--- config.mk ---
export PLATFORM = sky130hd
export DESIGN_NAME = n_queens_first_solution_search_top
export DESIGN_NICKNAME = d
export VERILOG_FILES = /design/src/design/nqs_pkg.sv /design/src/design/n_queens_first_solution_search_top.sv /design/src/design/nqs_datapath.sv /design/src/design/nqs_controller.sv
export SDC_FILE = /design/constraint.sdc
export NUM_CORES = 1
export LEC_CHECK = 0
export BUFFER_PORTS_ARGS = -buffer_cell sky130_fd_sc_hd__buf_4
export CAP_MARGIN = 20
export CORE_MARGIN = 10
export CORE_UTILIZATION = 35
export DETAILED_ROUTE_END_ITERATION = 8
export GPL_TIMING_DRIVEN = 0
export PLACE_DENSITY = 0.57
export SYNTH_ARGS = -nofsm -noshare
export SYNTH_HDL_FRONTEND = slang
export SYNTH_SLANG_ARGS = --single-unit
--- constraint.sdc ---
create_clock -name clk -period 4.5 [get_ports clk]
set_input_delay 0.225 -clock clk [delete_from_list [all_inputs] [get_ports clk]]
set_output_delay 0.225 -clock clk [all_outputs]
set_load 0.02 [all_outputs]
--- src/design/nqs_pkg.sv ---
// ----------------------------------------------------------------------------
// N-queens search package
// Shared widths, default sizes and the command and status types that pass
// between the search controller and the search datapath.
// ----------------------------------------------------------------------------
`default_nettype none

package nqs_pkg;

  localparam int MAX_SIZE_DEFAULT = 16;
  localparam int RESULT_LIMIT     = 16;
  localparam int SIZE_W           = 5;
  localparam int ROW_OUT_W        = 4;
  localparam int COL_OUT_W        = 4;

  function automatic int board_limit(input int max_size);
    board_limit = (max_size < RESULT_LIMIT) ? max_size : RESULT_LIMIT;
  endfunction

  typedef struct packed {
    logic load;
    logic place;
    logic advance;
    logic backtrack;
    logic emit;
    logic emit_fail;
  } cmd_t;

  typedef struct packed {
    logic size_ok;
    logic col_end;
    logic row_zero;
    logic square_free;
    logic last_row;
    logic emit_last;
  } status_t;

endpackage

`default_nettype wire

--- src/design/n_queens_first_solution_search_top.sv ---
// ----------------------------------------------------------------------------
// N-queens first-solution search
// A request transfer on start with board_size launches a depth-first
// backtracking search; busy stays high until the last result has been issued,
// and that result is shown in the first cycle with busy low again.
// The first solution is returned as one result per row, in row order, each
// shown for one cycle with valid high: row_number, queen_col, found set and
// last on the final row. Sizes with no solution, zero, or sizes above the
// board limit (the smaller of MAX_SIZE and 16) give one result with found
// clear and last set.
// The request is loaded first; the search then tries the columns of each
// row in turn and steps back a row when a row runs out of columns, and the
// result rows follow. Each result is registered and appears in the cycle
// after the cycle that issues it. A rejected size or an exhausted search
// issues its single result instead. A new request is taken only while busy
// is low, one at a time. The receiver cannot stall: each result is taken in
// the cycle it is shown. Reset clears the occupancy masks and the controller
// and drops valid.
// ----------------------------------------------------------------------------
`default_nettype none

module n_queens_first_solution_search_top #(
  parameter int MAX_SIZE = nqs_pkg::MAX_SIZE_DEFAULT
) (
  input  logic                           clk,
  input  logic                           rst,
  input  logic                           start,
  output logic                           busy,
  input  logic [nqs_pkg::SIZE_W-1:0]     board_size,
  output logic                           valid,
  output logic [nqs_pkg::ROW_OUT_W-1:0]  row_number,
  output logic [nqs_pkg::COL_OUT_W-1:0]  queen_col,
  output logic                           found,
  output logic                           last
);
  import nqs_pkg::*;

  cmd_t    cmd;
  status_t status;

  nqs_controller u_controller (
    .clk    (clk),
    .rst    (rst),
    .start  (start),
    .status (status),
    .cmd    (cmd),
    .busy   (busy)
  );

  nqs_datapath #(
    .MAX_SIZE (MAX_SIZE)
  ) u_datapath (
    .clk        (clk),
    .rst        (rst),
    .board_size (board_size),
    .cmd        (cmd),
    .status     (status),
    .valid      (valid),
    .row_number (row_number),
    .queen_col  (queen_col),
    .found      (found),
    .last       (last)
  );

endmodule

`default_nettype wire

--- src/design/nqs_datapath.sv ---
// ----------------------------------------------------------------------------
// N-queens search datapath
// Holds the board size, the search position, the occupancy masks and the
// column placed in each row, and drives the registered result ports.
// ----------------------------------------------------------------------------
`default_nettype none

module nqs_datapath #(
  parameter int MAX_SIZE = nqs_pkg::MAX_SIZE_DEFAULT
) (
  input  logic                           clk,
  input  logic                           rst,
  input  logic [nqs_pkg::SIZE_W-1:0]     board_size,
  input  nqs_pkg::cmd_t                  cmd,
  output nqs_pkg::status_t               status,
  output logic                           valid,
  output logic [nqs_pkg::ROW_OUT_W-1:0]  row_number,
  output logic [nqs_pkg::COL_OUT_W-1:0]  queen_col,
  output logic                           found,
  output logic                           last
);
  import nqs_pkg::*;

  localparam int BOARD_MAX = board_limit(MAX_SIZE);
  localparam int CW        = (BOARD_MAX > 1) ? $clog2(BOARD_MAX) : 1;
  localparam int RW        = $clog2(BOARD_MAX + 1);
  localparam int DW        = 2 * BOARD_MAX - 1;
  localparam int DIW       = $clog2(DW);
  localparam int XW        = DIW + 1;

  logic [RW-1:0]        size_n;
  logic                 size_ok;
  logic [RW-1:0]        row;
  logic [RW-1:0]        col;
  logic [RW-1:0]        out_row;
  logic [BOARD_MAX-1:0] column_taken;
  logic [DW-1:0]        down_taken;
  logic [DW-1:0]        up_taken;
  logic [CW-1:0]        placed [BOARD_MAX];

  logic [RW-1:0]  row_prev;
  logic [RW-1:0]  rd_addr;
  logic [CW-1:0]  rd_col;
  logic [CW-1:0]  col_idx;
  logic [DIW-1:0] down_idx;
  logic [DIW-1:0] up_idx;
  logic [DIW-1:0] bt_down_idx;
  logic [DIW-1:0] bt_up_idx;

  assign row_prev = row - RW'(1);
  assign rd_addr  = cmd.emit ? out_row : row_prev;
  assign rd_col   = placed[rd_addr[CW-1:0]];
  assign col_idx  = col[CW-1:0];

  assign down_idx    = DIW'(XW'(row) + XW'(BOARD_MAX - 1) - XW'(col));
  assign up_idx      = DIW'(XW'(row) + XW'(col));
  assign bt_down_idx = DIW'(XW'(row_prev) + XW'(BOARD_MAX - 1) - XW'(rd_col));
  assign bt_up_idx   = DIW'(XW'(row_prev) + XW'(rd_col));

  always_comb begin
    status.size_ok     = size_ok;
    status.col_end     = (col == size_n);
    status.row_zero    = (row == '0);
    status.square_free = !column_taken[col_idx] && !down_taken[down_idx] &&
                         !up_taken[up_idx];
    status.last_row    = (row == size_n - RW'(1));
    status.emit_last   = (out_row == size_n - RW'(1));
  end

  always_ff @(posedge clk) begin
    if (rst) begin
      size_n       <= '0;
      size_ok      <= 1'b0;
      row          <= '0;
      col          <= '0;
      out_row      <= '0;
      column_taken <= '0;
      down_taken   <= '0;
      up_taken     <= '0;
    end else if (cmd.load) begin
      size_n       <= RW'(board_size);
      size_ok      <= (board_size != '0) && (board_size <= SIZE_W'(BOARD_MAX));
      row          <= '0;
      col          <= '0;
      out_row      <= '0;
      column_taken <= '0;
      down_taken   <= '0;
      up_taken     <= '0;
    end else if (cmd.place) begin
      column_taken <= column_taken | (BOARD_MAX'(1) << col_idx);
      down_taken   <= down_taken | (DW'(1) << down_idx);
      up_taken     <= up_taken | (DW'(1) << up_idx);
      row          <= row + RW'(1);
      col          <= '0;
    end else if (cmd.advance) begin
      col <= col + RW'(1);
    end else if (cmd.backtrack) begin
      column_taken <= column_taken & ~(BOARD_MAX'(1) << rd_col);
      down_taken   <= down_taken & ~(DW'(1) << bt_down_idx);
      up_taken     <= up_taken & ~(DW'(1) << bt_up_idx);
      row          <= row_prev;
      col          <= RW'(rd_col) + RW'(1);
    end else if (cmd.emit) begin
      out_row <= out_row + RW'(1);
    end
  end

  always_ff @(posedge clk) begin
    if (cmd.place) begin
      placed[row[CW-1:0]] <= col_idx;
    end
  end

  always_ff @(posedge clk) begin
    if (rst) begin
      valid <= 1'b0;
    end else begin
      valid <= cmd.emit || cmd.emit_fail;
    end
  end

  always_ff @(posedge clk) begin
    if (cmd.emit) begin
      row_number <= ROW_OUT_W'(out_row);
      queen_col  <= COL_OUT_W'(rd_col);
      found      <= 1'b1;
      last       <= status.emit_last;
    end else if (cmd.emit_fail) begin
      row_number <= '0;
      queen_col  <= '0;
      found      <= 1'b0;
      last       <= 1'b1;
    end
  end

endmodule

`default_nettype wire

--- src/design/nqs_controller.sv ---
// ----------------------------------------------------------------------------
// N-queens search controller
// Sequences request intake, the column-by-column backtracking search and the
// per-row result transfers.
// ----------------------------------------------------------------------------
`default_nettype none

module nqs_controller (
  input  logic             clk,
  input  logic             rst,
  input  logic             start,
  input  nqs_pkg::status_t status,
  output nqs_pkg::cmd_t    cmd,
  output logic             busy
);
  import nqs_pkg::*;

  localparam logic [1:0] ST_IDLE   = 2'd0;
  localparam logic [1:0] ST_SEARCH = 2'd1;
  localparam logic [1:0] ST_EMIT   = 2'd2;

  logic [1:0] state;
  logic [1:0] state_next;

  assign busy = (state != ST_IDLE);

  always_comb begin
    cmd        = '0;
    state_next = state;
    unique case (state)
      ST_IDLE: begin
        if (start) begin
          cmd.load   = 1'b1;
          state_next = ST_SEARCH;
        end
      end
      ST_SEARCH: begin
        priority if (!status.size_ok) begin
          cmd.emit_fail = 1'b1;
          state_next    = ST_IDLE;
        end else if (status.col_end) begin
          if (status.row_zero) begin
            cmd.emit_fail = 1'b1;
            state_next    = ST_IDLE;
          end else begin
            cmd.backtrack = 1'b1;
          end
        end else if (status.square_free) begin
          cmd.place = 1'b1;
          if (status.last_row) begin
            state_next = ST_EMIT;
          end
        end else begin
          cmd.advance = 1'b1;
        end
      end
      ST_EMIT: begin
        cmd.emit = 1'b1;
        if (status.emit_last) begin
          state_next = ST_IDLE;
        end
      end
      default: begin
        state_next = ST_IDLE;
      end
    endcase
  end

  always_ff @(posedge clk) begin
    if (rst) begin
      state <= ST_IDLE;
    end else begin
      state <= state_next;
    end
  end

endmodule

`default_nettype wire
==> results of run 1 <==
[layer usage]
layer | vias up | wire (µm) | track usage [%]
li1 | 3464 | - | -
met1 | 3619 | 12100 | 21.2
met2 | 270 | 12800 | 25.9
met3 | 62 | 1650 | 3.66
met4 | 0 | 851 | 6.42
met5 | - | 0 | 0
[registers in the layout (all words and copies together) (netlist names), 2 cells and up]
name,flops
u_controller.state,2
u_datapath.col,5
u_datapath.column_taken,16
u_datapath.down_taken,31
u_datapath.out_row,5
u_datapath.placed,64
u_datapath.queen_col,4
u_datapath.row,5
u_datapath.row_number,4
u_datapath.size_n,5
u_datapath.up_taken,31
[repair_timing]
action	4_1_cts	5_1_grt
hold endpoints to repair	0	0
buffers inserted	13	13
gates resized for setup	68	49
pin swaps	9	16
setup endpoints to repair	154	96
[area by class of cell]
cell class | instances | area [µm²] | share of cell area, %
Buffer | 52 | 333 | 2.99
Tap cell | 335 | 419 | 3.76
Timing Repair Buffer | 46 | 349 | 3.13
Clock inverter | 14 | 153 | 1.37
Inverter | 20 | 85.1 | 0.764
Sequential cell | 176 | 4280 | 38.4
Multi-Input combinational cell | 639 | 5090 | 45.7
Clock buffer | 18 | 429 | 3.85
[cell usage in the layout, fill, tap and decap left out, types with 11 or more instances in the layout]
cell       instances
nor4_1            11
or3_1             28
mux4_2            28
xnor2_1           15
nand3_1           15
a31oi_1           14
a21oi_1           56
mux2i_1           23
clkbuf_1          23
nor3_1            14
inv_1             13
clkbuf_16         17
nor2b_1           11
ha_1              24
buf_4             47
edfxtp_1          73
nor2_1            66
nand2_1           56
xor2_1            19
nand4_1           19
o21ai_0           45
dfxtp_1           97
[metrics by stage]
stage	area [µm²]	setup slack (ns)	total power, mW	setup TNS [ns]	std cells
after floorplan	9390	0.0188	1.79	0	892
after global placement	9950	-1.38	1.84	-140.30	1246
after detailed placement	9960	-1.38	1.84	-140.55	1247
after CTS	10900	0.00473	3.31	0	1288
after global routing	11100	-0.0503	3.39	-0.436	1300
final	11100	0.136	3.30	0	1300
[cell usage after synthesis, types with 6 or more instances]
cell type / instances
mux4_2: 28
clkbuf_1: 30
or2_2: 6
nor2b_1: 13
o21ai_0: 51
buf_2: 9
a31oi_1: 14
xor2_1: 23
a21oi_1: 58
ha_1: 30
nand4_1: 19
buf_6: 8
a211oi_1: 6
and3_1: 13
or3_1: 30
nor4_1: 11
inv_1: 18
nor3_1: 19
o221a_2: 9
edfxtp_1: 73
and2_1: 9
nor2_1: 71
a32oi_1: 8
nand2b_1: 9
o221a_1: 6
mux2i_1: 27
dfxtp_1: 103
mux2_2: 6
nand3_1: 19
xnor2_1: 19
nand2_1: 61
[worst paths after layout]
| path | slack [ns] | from | end |
|---|---|---|---|
| worst max-delay path | 0.14 | u_datapath.row[0]$_SDFFE_PP0P_ | u_datapath.up_taken[14]$_SDFFE_PP0P_ |
| worst min-delay path | 0.03 | board_size[1] | u_datapath.size_n[1]$_SDFFE_PP0P_ |
| worst max register to register | 0.14 | u_datapath.row[0]$_SDFFE_PP0P_ | u_datapath.up_taken[14]$_SDFFE_PP0P_ |
| worst min register to register | 0.47 | u_datapath.down_taken[3]$_SDFFE_PP0P_ | u_datapath.down_taken[3]$_SDFFE_PP0P_ |
[cells by family after synthesis]
logic type                 synth area share [%]
AOI/OAI and AO/OA                          14.3
xor gates and xnor gates                   4.10
adders and majority gates                  4.86
buffers and inverters                      3.99
DFF                                        45.4
muxes                                      10.9
and+or+nand+nor                            16.5
[worst min-delay path: stages]
cell	delay (ns)
buf_4	0.09
a21oi_1	0.05
nor2_1	0.07
[power by group through the flow]
stage,combinational [mW],sequential [mW],clock (mW)
final,0.147,1.66,1.49
after global routing,0.159,1.66,1.57
after CTS,0.142,1.66,1.51
after detailed placement,0.137,1.70,0
after global placement,0.137,1.70,0
after floorplan,0.0881,1.70,0
==> run summary, run 1 <==
Crit path depth: 20
Final Skew: 0.0156 ns
top-area cell type share of the netlist area: 23.4%
largest net degree at the start of global routing: 31
WL final: 27400 µm
mean routed wirelength per cell: 21.1 µm
Post-Route Utilization: 42.5%
Syn Std Cell Area: 9380 µm²
Main synth FF type: dfxtp_1
CTS tree: done
Post-synth EDFFs: 73
Net Sw Power: 0.805 mW
Seq cells post-synth: 176
# setup viols final: 0
top post-synthesis cells by area: edfxtp_1, dfxtp_1, mux4_2
initial antenna violation count: 0
CP required: 4.84 ns
Final ANT Viol Nets: 0
Cell Rows: 59
cts bufs inserted: 17
slowest CP cell: xor2_2
slew margin rel.: 50.5%
DPL Wire Length: 19600 µm
Via density: 5.70
minimum clock period: 4.36 ns
worst reg-to-reg path cell count: 20
Worst-Skew Late Latency: 0.44 ns
# Max-Cap Violations: 0
CP peak stage delay: 0.38 ns
CP Cell Sequence: clkbuf_8 > inv_4 > ha_4 > inv_2 > mux2_4 > buf_4 > mux4_2 > mux2i_1 > mux2_4 > inv_4 > ha_4 > inv_1 > fa_2 > nor2_1 > nor2_1 > o21bai_1 > xor2_2 > nor2b_4 > nand2_2 > o221a_2
Logic pwr share: 4.5%
die span in x: 184 µm
P_int: 2.49 mW
Post-Syn Instances: 892
global-route wire length before repair: 42600 µm
register share of total power: 50.3%
DR DRC count: 0
Final Slew Violations: 0
Worst Max-Slew Pin Slew: 0.736 ns
vias in the first global route: 7295
core area: 26200 µm²
Synth cell types: 78
Clk pwr share: 45.2%
DR pass1 iterations: 5
PwrDens: 296 nW/µm²
n_diodes: 0
share of layout cells above drive strength 1: 24.1%
run status: completed
Starting Density: 35.8%
Nets: 994
Mean Syn Cell Area: 10.5 µm²
Congestion Overflow GR: 0
Worst setup SP type: flop
Post-synth ARST share: 0%
Vias: 7415
worst hold path type: input pin to flop
clk buf depth: 2
crit path capture type: flop
CP arrival: 4.70 ns
# IOs: 20
Crit path max-delay family: multiplexers
H-tree Lvls: 4
fin crit share: 97.0%
sum of buffers and inverters on the critical path: 6
DRC violation total after the first TritonRoute iteration: 680
CTS Root Cell: clkbuf_16
Placer Congestion: 0.946
crit-path max FO: 7
kind of critical path: flop to flop
syn_nets: 934
cell accounting for the most synthesized area: edfxtp_1
peak supply drop: 0.222 mV
Switching Fraction: 24.4%
Seq/Total Area, Yosys: 45.4%
Clk pin slew, worst setup/hold paths: 0.08 ns
fill cell count: 2495
Syn. warnings: 0
Hold Crit Depth: 3
RSZ-0062 raised after global routing: true
Min Hold Slack: 0.0288 ns
CTS Hold Buffers Added: 0
Final Hold Violating Endpoints: 0
fmax: 229 MHz
aggregate global-route resource usage: 16.3%
clock sink count: 176
die area: 33700 µm²
area grow syn2layout: 18.8%
count of input and output buffers: 19
die span in y: 184 µm
leak pwr: 3.84 nW
(Power assumes the default switching activity.)
==> inputs of run 2 (changes only) <==
--- a/config.mk
+++ b/config.mk
@@ -12,6 +12,7 @@
 export DETAILED_ROUTE_END_ITERATION = 8
 export GPL_TIMING_DRIVEN = 0
 export PLACE_DENSITY = 0.57
+export SETUP_SLACK_MARGIN = 0.4
 export SYNTH_ARGS = -nofsm -noshare
 export SYNTH_HDL_FRONTEND = slang
 export SYNTH_SLANG_ARGS = --single-unit
==> run summary, run 2 (synthesis results as in run 1) <==
run status: completed (unchanged)
share of layout cells above drive strength 1: 34.3% (was 24.1%)
worst reg-to-reg path cell count: 19 (was 20)
Post-Route Utilization: 46.4% (was 42.5%)
most common cell after layout, fill and taps aside: dfxtp_1 (unchanged)
kind of critical path: flop to flop (unchanged)
reg-to-reg endpoint: u_datapath.down_taken[0]$_SDFFE_PP0P_ (was u_datapath.up_taken[14]$_SDFFE_PP0P_)
die span in x: 184 µm (unchanged)
Overall Power: 3.33 mW (was 3.30 mW)
clock sink count: 176 (unchanged)
WL final: 29200 µm (was 27400 µm)
Final Hold Violating Endpoints: 0 (unchanged)
slowest CP cell: fa_2 (was xor2_2)
CTS tree: done (unchanged)
Switching Fraction: 26.0% (was 24.4%)
fmax: 236 MHz (was 229 MHz)
Nets: 1041 (was 994)
Final ANT Viol Nets: 0 (unchanged)
DRC violation total after the first TritonRoute iteration: 743 (was 680)
minimum clock period: 4.24 ns (was 4.36 ns)
cts bufs inserted: 17 (unchanged)
slew margin rel.: 51.0% (was 50.5%)
n_diodes: 0 (unchanged)
leak pwr: 4.20 nW (was 3.84 nW)
clk buf depth: 2 (unchanged)
die area: 33700 µm² (unchanged)
Place WS: -1.02 ns (was -1.38 ns)
Worst-Skew Late Latency: 0.45 ns (was 0.44 ns)
Clk pin slew, worst setup/hold paths: 0.07 ns (was 0.08 ns)
Worst Max-Slew Pin Slew: 0.735 ns (was 0.736 ns)
r2r startpoint: u_datapath.row[0]$_SDFFE_PP0P_ (unchanged)
Congestion Overflow GR: 0 (unchanged)
initial antenna violation count: 0 (unchanged)
Via density: 5.82 (was 5.70)
Starting Density: 35.8% (unchanged)
Worst Setup Slack, final: 0.255 ns (was 0.136 ns)
crit path capture type: flop (unchanged)
CTS Hold Buffers Added: 0 (unchanged)
H-tree Lvls: 4 (unchanged)
aggregate global-route resource usage: 17.0% (was 16.3%)
Final Non-Filler Cells: 1347 (was 1300)
P_int: 2.46 mW (was 2.49 mW)
Cells after DPL: 1247 (unchanged)
Hold Path Sink: u_datapath.size_n[0]$_SDFFE_PP0P_ (was u_datapath.size_n[1]$_SDFFE_PP0P_)
fill cell count: 2345 (was 2495)
Final Slew Violations: 0 (unchanged)
area of the multi-input gates: 5570 µm² (was 5090 µm²)
DR pass1 iterations: 5 (unchanged)
Final Cell Area: 12100 µm² (was 11100 µm²)
number of flip-flops in the largest register: 64 (unchanged)
count of input and output buffers: 19 (unchanged)
Net Sw Power: 0.865 mW (was 0.805 mW)
Placer Congestion: 0.919 (was 0.946)
crit-path max FO: 8 (was 7)
FF-to-FF setup slack: 0.26 ns (was 0.14 ns)
CP Cell Sequence: buf_8 > clkinvlp_4 > ha_4 > inv_6 > mux2_4 > buf_12 > buf_12 > mux4_2 > mux2i_2 > mux2_4 > buf_6 > ha_2 > ha_4 > fa_2 > xor2_2 > or3_1 > buf_6 > o21ai_2 > a21oi_1 (was clkbuf_8 > inv_4 > ha_4 > inv_2 > mux2_4 > buf_4 > mux4_2 > mux2i_1 > mux2_4 > inv_4 > ha_4 > inv_1 > fa_2 > nor2_1 > nor2_1 > o21bai_1 > xor2_2 > nor2b_4 > nand2_2 > o221a_2)
global-route wire length before repair: 44100 µm (was 42600 µm)
# setup viols final: 0 (unchanged)
mean routed wirelength per cell: 21.7 µm (was 21.1 µm)
Cell Rows: 59 (unchanged)
worst hold path type: input pin to flop (unchanged)
Vias: 7842 (was 7415)
# IOs: 20 (unchanged)
Hold Crit Start: board_size[0] (was board_size[1])
RSZ-0062 raised after global routing: true (unchanged)
CP required: 4.81 ns (was 4.84 ns)
largest net degree at the start of global routing: 20 (was 31)
Crit path max-delay family: adder cells (was multiplexers)
peak supply drop: 0.199 mV (was 0.222 mV)
# Max-Cap Violations: 0 (unchanged)
setup_tns: 0 ns (unchanged)
core area: 26200 µm² (unchanged)
DR DRC count: 0 (unchanged)
register share of total power: 49.9% (was 50.3%)
CTS Root Cell: clkbuf_16 (unchanged)
fin crit share: 94.3% (was 97.0%)
Worst setup SP type: flop (unchanged)
die span in y: 184 µm (unchanged)
Final Skew: 0.0136 ns (was 0.0156 ns)
DPL Wire Length: 19400 µm (was 19600 µm)
Hold Crit Depth: 3 (unchanged)
CP arrival: 4.56 ns (was 4.70 ns)
PwrDens: 274 nW/µm² (was 296 nW/µm²)
FF+latch area: 4280 µm² (unchanged)
Clk pwr share: 45.2% (about the same)
most frequent cells in the layout: dfxtp_1, buf_4, edfxtp_1, nor2_1, a21oi_1 (was dfxtp_1, edfxtp_1, nor2_1, nand2_1, a21oi_1)
placed cell area: 10100 µm² (was 9960 µm²)
CP peak stage delay: 0.38 ns (about the same)
sum of buffers and inverters on the critical path: 7 (was 6)
Min Hold Slack: 0.0242 ns (was 0.0288 ns)
Logic pwr share: 5.0% (was 4.5%)
vias in the first global route: 7540 (was 7295)
area grow syn2layout: 29.5% (was 18.8%)
==> run 2: worst max-delay path by stage <==
stage	startpoint	end	slack (ns)	cells after the start
4_1_cts	u_datapath.row[0]$_SDFFE_PP0P_	u_datapath.up_taken[14]$_SDFFE_PP0P_	0.27	21
3_5_place_dp	u_datapath.col[3]$_SDFFE_PP0P_	u_datapath.placed[2][1]$_DFFE_PP_	-1.02	14
5_1_grt	u_datapath.row[0]$_SDFFE_PP0P_	u_datapath.down_taken[4]$_SDFFE_PP0P_	0.16	19
3_3_place_gp	u_datapath.col[3]$_SDFFE_PP0P_	u_datapath.placed[3][1]$_DFFE_PP_	-1.07	14
2_1_floorplan	u_datapath.row[0]$_SDFFE_PP0P_	u_datapath.up_taken[12]$_SDFFE_PP0P_	0.37	21
6_report	u_datapath.row[0]$_SDFFE_PP0P_	u_datapath.down_taken[0]$_SDFFE_PP0P_	0.26	19
==> run 2: layer usage <==
layer	up-vias	routed length, µm	GRT usage, %
li1	3566	-	-
met1	3876	12700	21.8
met2	332	13700	26.9
met3	68	1910	4.45
met4	0	928	6.78
met5	-	0	0
==> run 2: power by group through the flow <==
stage               logic, mW  registers, mW  clock network (mW)
floorplan              0.0900           1.70                   0
global placement        0.139           1.70                   0
detailed placement      0.139           1.70                   0
CTS                     0.155           1.66                1.52
global route            0.176           1.66                1.59
finish                  0.165           1.66                1.50
==> run 2: timing repair <==
item / in CTS / in global routing
endpoints found under the setup margin: 154 / 145
pin swaps: 56 / 48
gates resized for setup: 153 / 79
cloned: 1 / 0
setup buffers: 51 / 16
==> run 2: final cells by class <==
| class | instances | share of cell area (%) |
|---|---|---|
| Sequential cell | 176 | 35.2 |
| Timing Repair Buffer | 88 | 6.02 |
| Multi-Input combinational cell | 639 | 45.8 |
| Clock inverter | 15 | 1.35 |
| Clock buffer | 17 | 3.50 |
| Buffer | 57 | 3.84 |
| Tap cell | 335 | 3.45 |
| Inverter | 20 | 0.803 |
==> run 2: worst register-to-register path, stage by stage (launching register included) <==
cell and delay (ns):
dfxtp_4 0.37, buf_8 0.10, clkinvlp_4 0.12, ha_4 0.34
inv_6 0.04, mux2_4 0.28, buf_12 0.15, buf_12 0.14
mux4_2 0.36, mux2i_2 0.08, mux2_4 0.33, buf_6 0.16
ha_2 0.20, ha_4 0.16, fa_2 0.38, xor2_2 0.17
or3_1 0.38, buf_6 0.17, o21ai_2 0.12, a21oi_1 0.07
==> inputs of run 3 (changes only) <==
--- a/config.mk
+++ b/config.mk
@@ -7,6 +7,7 @@
 export LEC_CHECK = 0
 export BUFFER_PORTS_ARGS = -buffer_cell sky130_fd_sc_hd__buf_4
 export CAP_MARGIN = 20
+export CORE_ASPECT_RATIO = 0.6
 export CORE_MARGIN = 10
 export CORE_UTILIZATION = 35
 export DETAILED_ROUTE_END_ITERATION = 8
==> run summary, run 3 (synthesis results as in run 1) <==
run status: completed (unchanged)
worst hold path type: input pin to flop (unchanged)
cts bufs inserted: 17 (unchanged)
DR DRC count: 0 (unchanged)
Clk pin slew, worst setup/hold paths: 0.07 ns (about the same)
minimum clock period: 4.32 ns (was 4.24 ns)
Overall Power: 3.37 mW (was 3.33 mW)
mean routed wirelength per cell: 22.6 µm (was 21.7 µm)
Final Slew Violations: 0 (unchanged)
# IOs: 20 (unchanged)
largest net degree at the start of global routing: 19 (was 20)
die span in y: 147 µm (was 184 µm)
Net Sw Power: 0.786 mW (was 0.865 mW)
Nets: 1065 (was 1041)
H-tree Lvls: 4 (unchanged)
Cell Rows: 46 (was 59)
Switching Fraction: 23.3% (was 26.0%)
clock sink count: 176 (unchanged)
DPL Wire Length: 21200 µm (was 19400 µm)
Hold Path Sink: u_datapath.size_n[4]$_SDFFE_PP0P_ (was u_datapath.size_n[0]$_SDFFE_PP0P_)
placed cell area: 10100 µm² (about the same)
DRC violation total after the first TritonRoute iteration: 1032 (was 743)
global-route wire length before repair: 47000 µm (was 44100 µm)
reg-to-reg endpoint: u_datapath.up_taken[12]$_SDFFE_PP0P_ (was u_datapath.down_taken[0]$_SDFFE_PP0P_)
core area: 26400 µm² (was 26200 µm²)
Hold Crit Depth: 3 (unchanged)
Placer Congestion: 0.948 (was 0.919)
r2r startpoint: u_datapath.row[0]$_SDFFE_PP0P_ (unchanged)
die area: 34000 µm² (was 33700 µm²)
aggregate global-route resource usage: 18.1% (was 17.0%)
most common cell after layout, fill and taps aside: buf_4 (was dfxtp_1)
kind of critical path: flop to flop (unchanged)
CTS Root Cell: clkbuf_16 (unchanged)
cell mode on critical path: buf_12
CTS tree: done (unchanged)
Crit path max-delay family: multiplexers (was adder cells)
initial antenna violation count: 0 (unchanged)
slew margin rel.: 35.6% (was 51.0%)
area grow syn2layout: 34.4% (was 29.5%)
fin crit share: 96.1% (was 94.3%)
FF-to-FF setup slack: 0.18 ns (was 0.26 ns)
RSZ-0062 raised after global routing: true (unchanged)
fmax: 231 MHz (was 236 MHz)
PwrDens: 268 nW/µm² (was 274 nW/µm²)
CP arrival: 4.67 ns (was 4.56 ns)
setup_tns: 0 ns (unchanged)
crit path capture type: flop (unchanged)
worst reg-to-reg path cell count: 22 (was 19)
Worst-Skew Late Latency: 0.46 ns (was 0.45 ns)
crit-path max FO: 5 (was 8)
clk buf depth: 2 (unchanged)
number of flip-flops in the largest register: 64 (unchanged)
Starting Density: 35.5% (was 35.8%)
register share of total power: 49.2% (was 49.9%)
CP peak stage delay: 0.37 ns (was 0.38 ns)
P_int: 2.59 mW (was 2.46 mW)
peak supply drop: 0.222 mV (was 0.199 mV)
Final Cell Area: 12600 µm² (was 12100 µm²)
sum of buffers and inverters on the critical path: 8 (was 7)
DR pass1 iterations: 6 (was 5)
Congestion Overflow GR: 0 (unchanged)
Logic pwr share: 5.3% (was 5.0%)
Final Hold Violating Endpoints: 0 (unchanged)
vias in the first global route: 7499 (was 7540)
Worst setup SP type: flop (unchanged)
Via density: 5.78 (was 5.82)
Final ANT Viol Nets: 0 (unchanged)
Final Skew: 0.0110 ns (was 0.0136 ns)
leak pwr: 4.40 nW (was 4.20 nW)
slowest CP cell: dfxtp_4 (was fa_2)
count of input and output buffers: 19 (unchanged)
# Max-Cap Violations: 0 (unchanged)
share of layout cells above drive strength 1: 37.4% (was 34.3%)
most frequent cells in the layout: buf_4, dfxtp_1, edfxtp_1, nor2_1, nand2_1 (was dfxtp_1, buf_4, edfxtp_1, nor2_1, a21oi_1)
CP required: 4.85 ns (was 4.81 ns)
Vias: 8058 (was 7842)
WL final: 31600 µm (was 29200 µm)
# setup viols final: 0 (unchanged)
Clk pwr share: 45.5% (was 45.2%)
CP Cell Sequence: clkbuf_16 > clkinvlp_4 > ha_4 > inv_6 > mux2_4 > buf_12 > buf_12 > mux4_2 > mux2i_1 > mux2_4 > clkinv_4 > ha_4 > inv_2 > fa_2 > nor2_1 > nor2_1 > o21bai_2 > xor2_4 > buf_12 > nor2b_4 > nand2_4 > o221a_4 (was buf_8 > clkinvlp_4 > ha_4 > inv_6 > mux2_4 > buf_12 > buf_12 > mux4_2 > mux2i_2 > mux2_4 > buf_6 > ha_2 > ha_4 > fa_2 > xor2_2 > or3_1 > buf_6 > o21ai_2 > a21oi_1)
die span in x: 231 µm (was 184 µm)
Worst Max-Slew Pin Slew: 0.958 ns (was 0.735 ns)
Hold Crit Start: board_size[4] (was board_size[0])
n_diodes: 0 (unchanged)
[run 3: layer usage]
metal	global-route usage, %	wire length, µm	vias to the layer above	share of wire [%]
met5	0	0	-	0
met1	27.8	15300	3961	48
met3	8.02	4310	40	14
met4	4.42	348	0	1.1
li1	-	-	3618	-
met2	21.8	11700	439	37
[run 3: power groups by stage]
stage	Sequential (mW)	Clock (mW)	Combinational, mW
after detailed placement	1.70	0	0.142
after global routing	1.66	1.62	0.191
after global placement	1.70	0	0.141
after floorplan	1.70	0	0.0900
after CTS	1.66	1.56	0.161
final	1.66	1.54	0.178
[run 3: through the flow]
stage	hold WS [ns]	utilization (%)	setup slack (ns)	instances
after CTS	0.00275	45.2	0.271	1368
after global routing	0.0496	47.7	0.0430	1395
after floorplan	0.364	-	0.372	892
after detailed placement	0.464	38.4	-0.890	1271
after global placement	0.461	38.4	-0.905	1271
final	0.0245	47.7	0.178	1395
[run 3: how the worst max path moves through the flow]
stage,from,to,cells after the start
6_report,u_datapath.row[0]$_SDFFE_PP0P_,u_datapath.up_taken[12]$_SDFFE_PP0P_,22
5_1_grt,u_datapath.row[0]$_SDFFE_PP0P_,u_datapath.up_taken[17]$_SDFFE_PP0P_,23
4_1_cts,u_datapath.row[0]$_SDFFE_PP0P_,u_datapath.down_taken[30]$_SDFFE_PP0P_,19
3_5_place_dp,u_datapath.col[3]$_SDFFE_PP0P_,u_datapath.placed[13][1]$_DFFE_PP_,14
3_3_place_gp,u_datapath.col[3]$_SDFFE_PP0P_,u_datapath.placed[13][1]$_DFFE_PP_,14
2_1_floorplan,u_datapath.row[0]$_SDFFE_PP0P_,u_datapath.up_taken[12]$_SDFFE_PP0P_,21
[run 3: repair_timing]
item                                    CTS  global route
buffers inserted                         64            26
pin swaps                                54            50
endpoints found under the setup margin  154           146
resized for setup                       169           105
cloned                                    1             1
hold buffers                              1             0
hold endpoints to repair                  1             0
[run 3: cell type report]
type | count | area (µm²)
Clock buffer | 17 | 425
Buffer | 57 | 497
Sequential cell | 176 | 4280
Multi-Input combinational cell | 639 | 5730
Tap cell | 360 | 450
Inverter | 20 | 103
Fill cell | 2359 | 13800
Clock inverter | 14 | 166
Timing Repair Buffer | 112 | 952
[run 3: worst min-delay path, delay by kind of cell]
family        cells  cell delay, ns
buf+inv           1            0.09
mux               1            0.06
simple gates      1            0.07
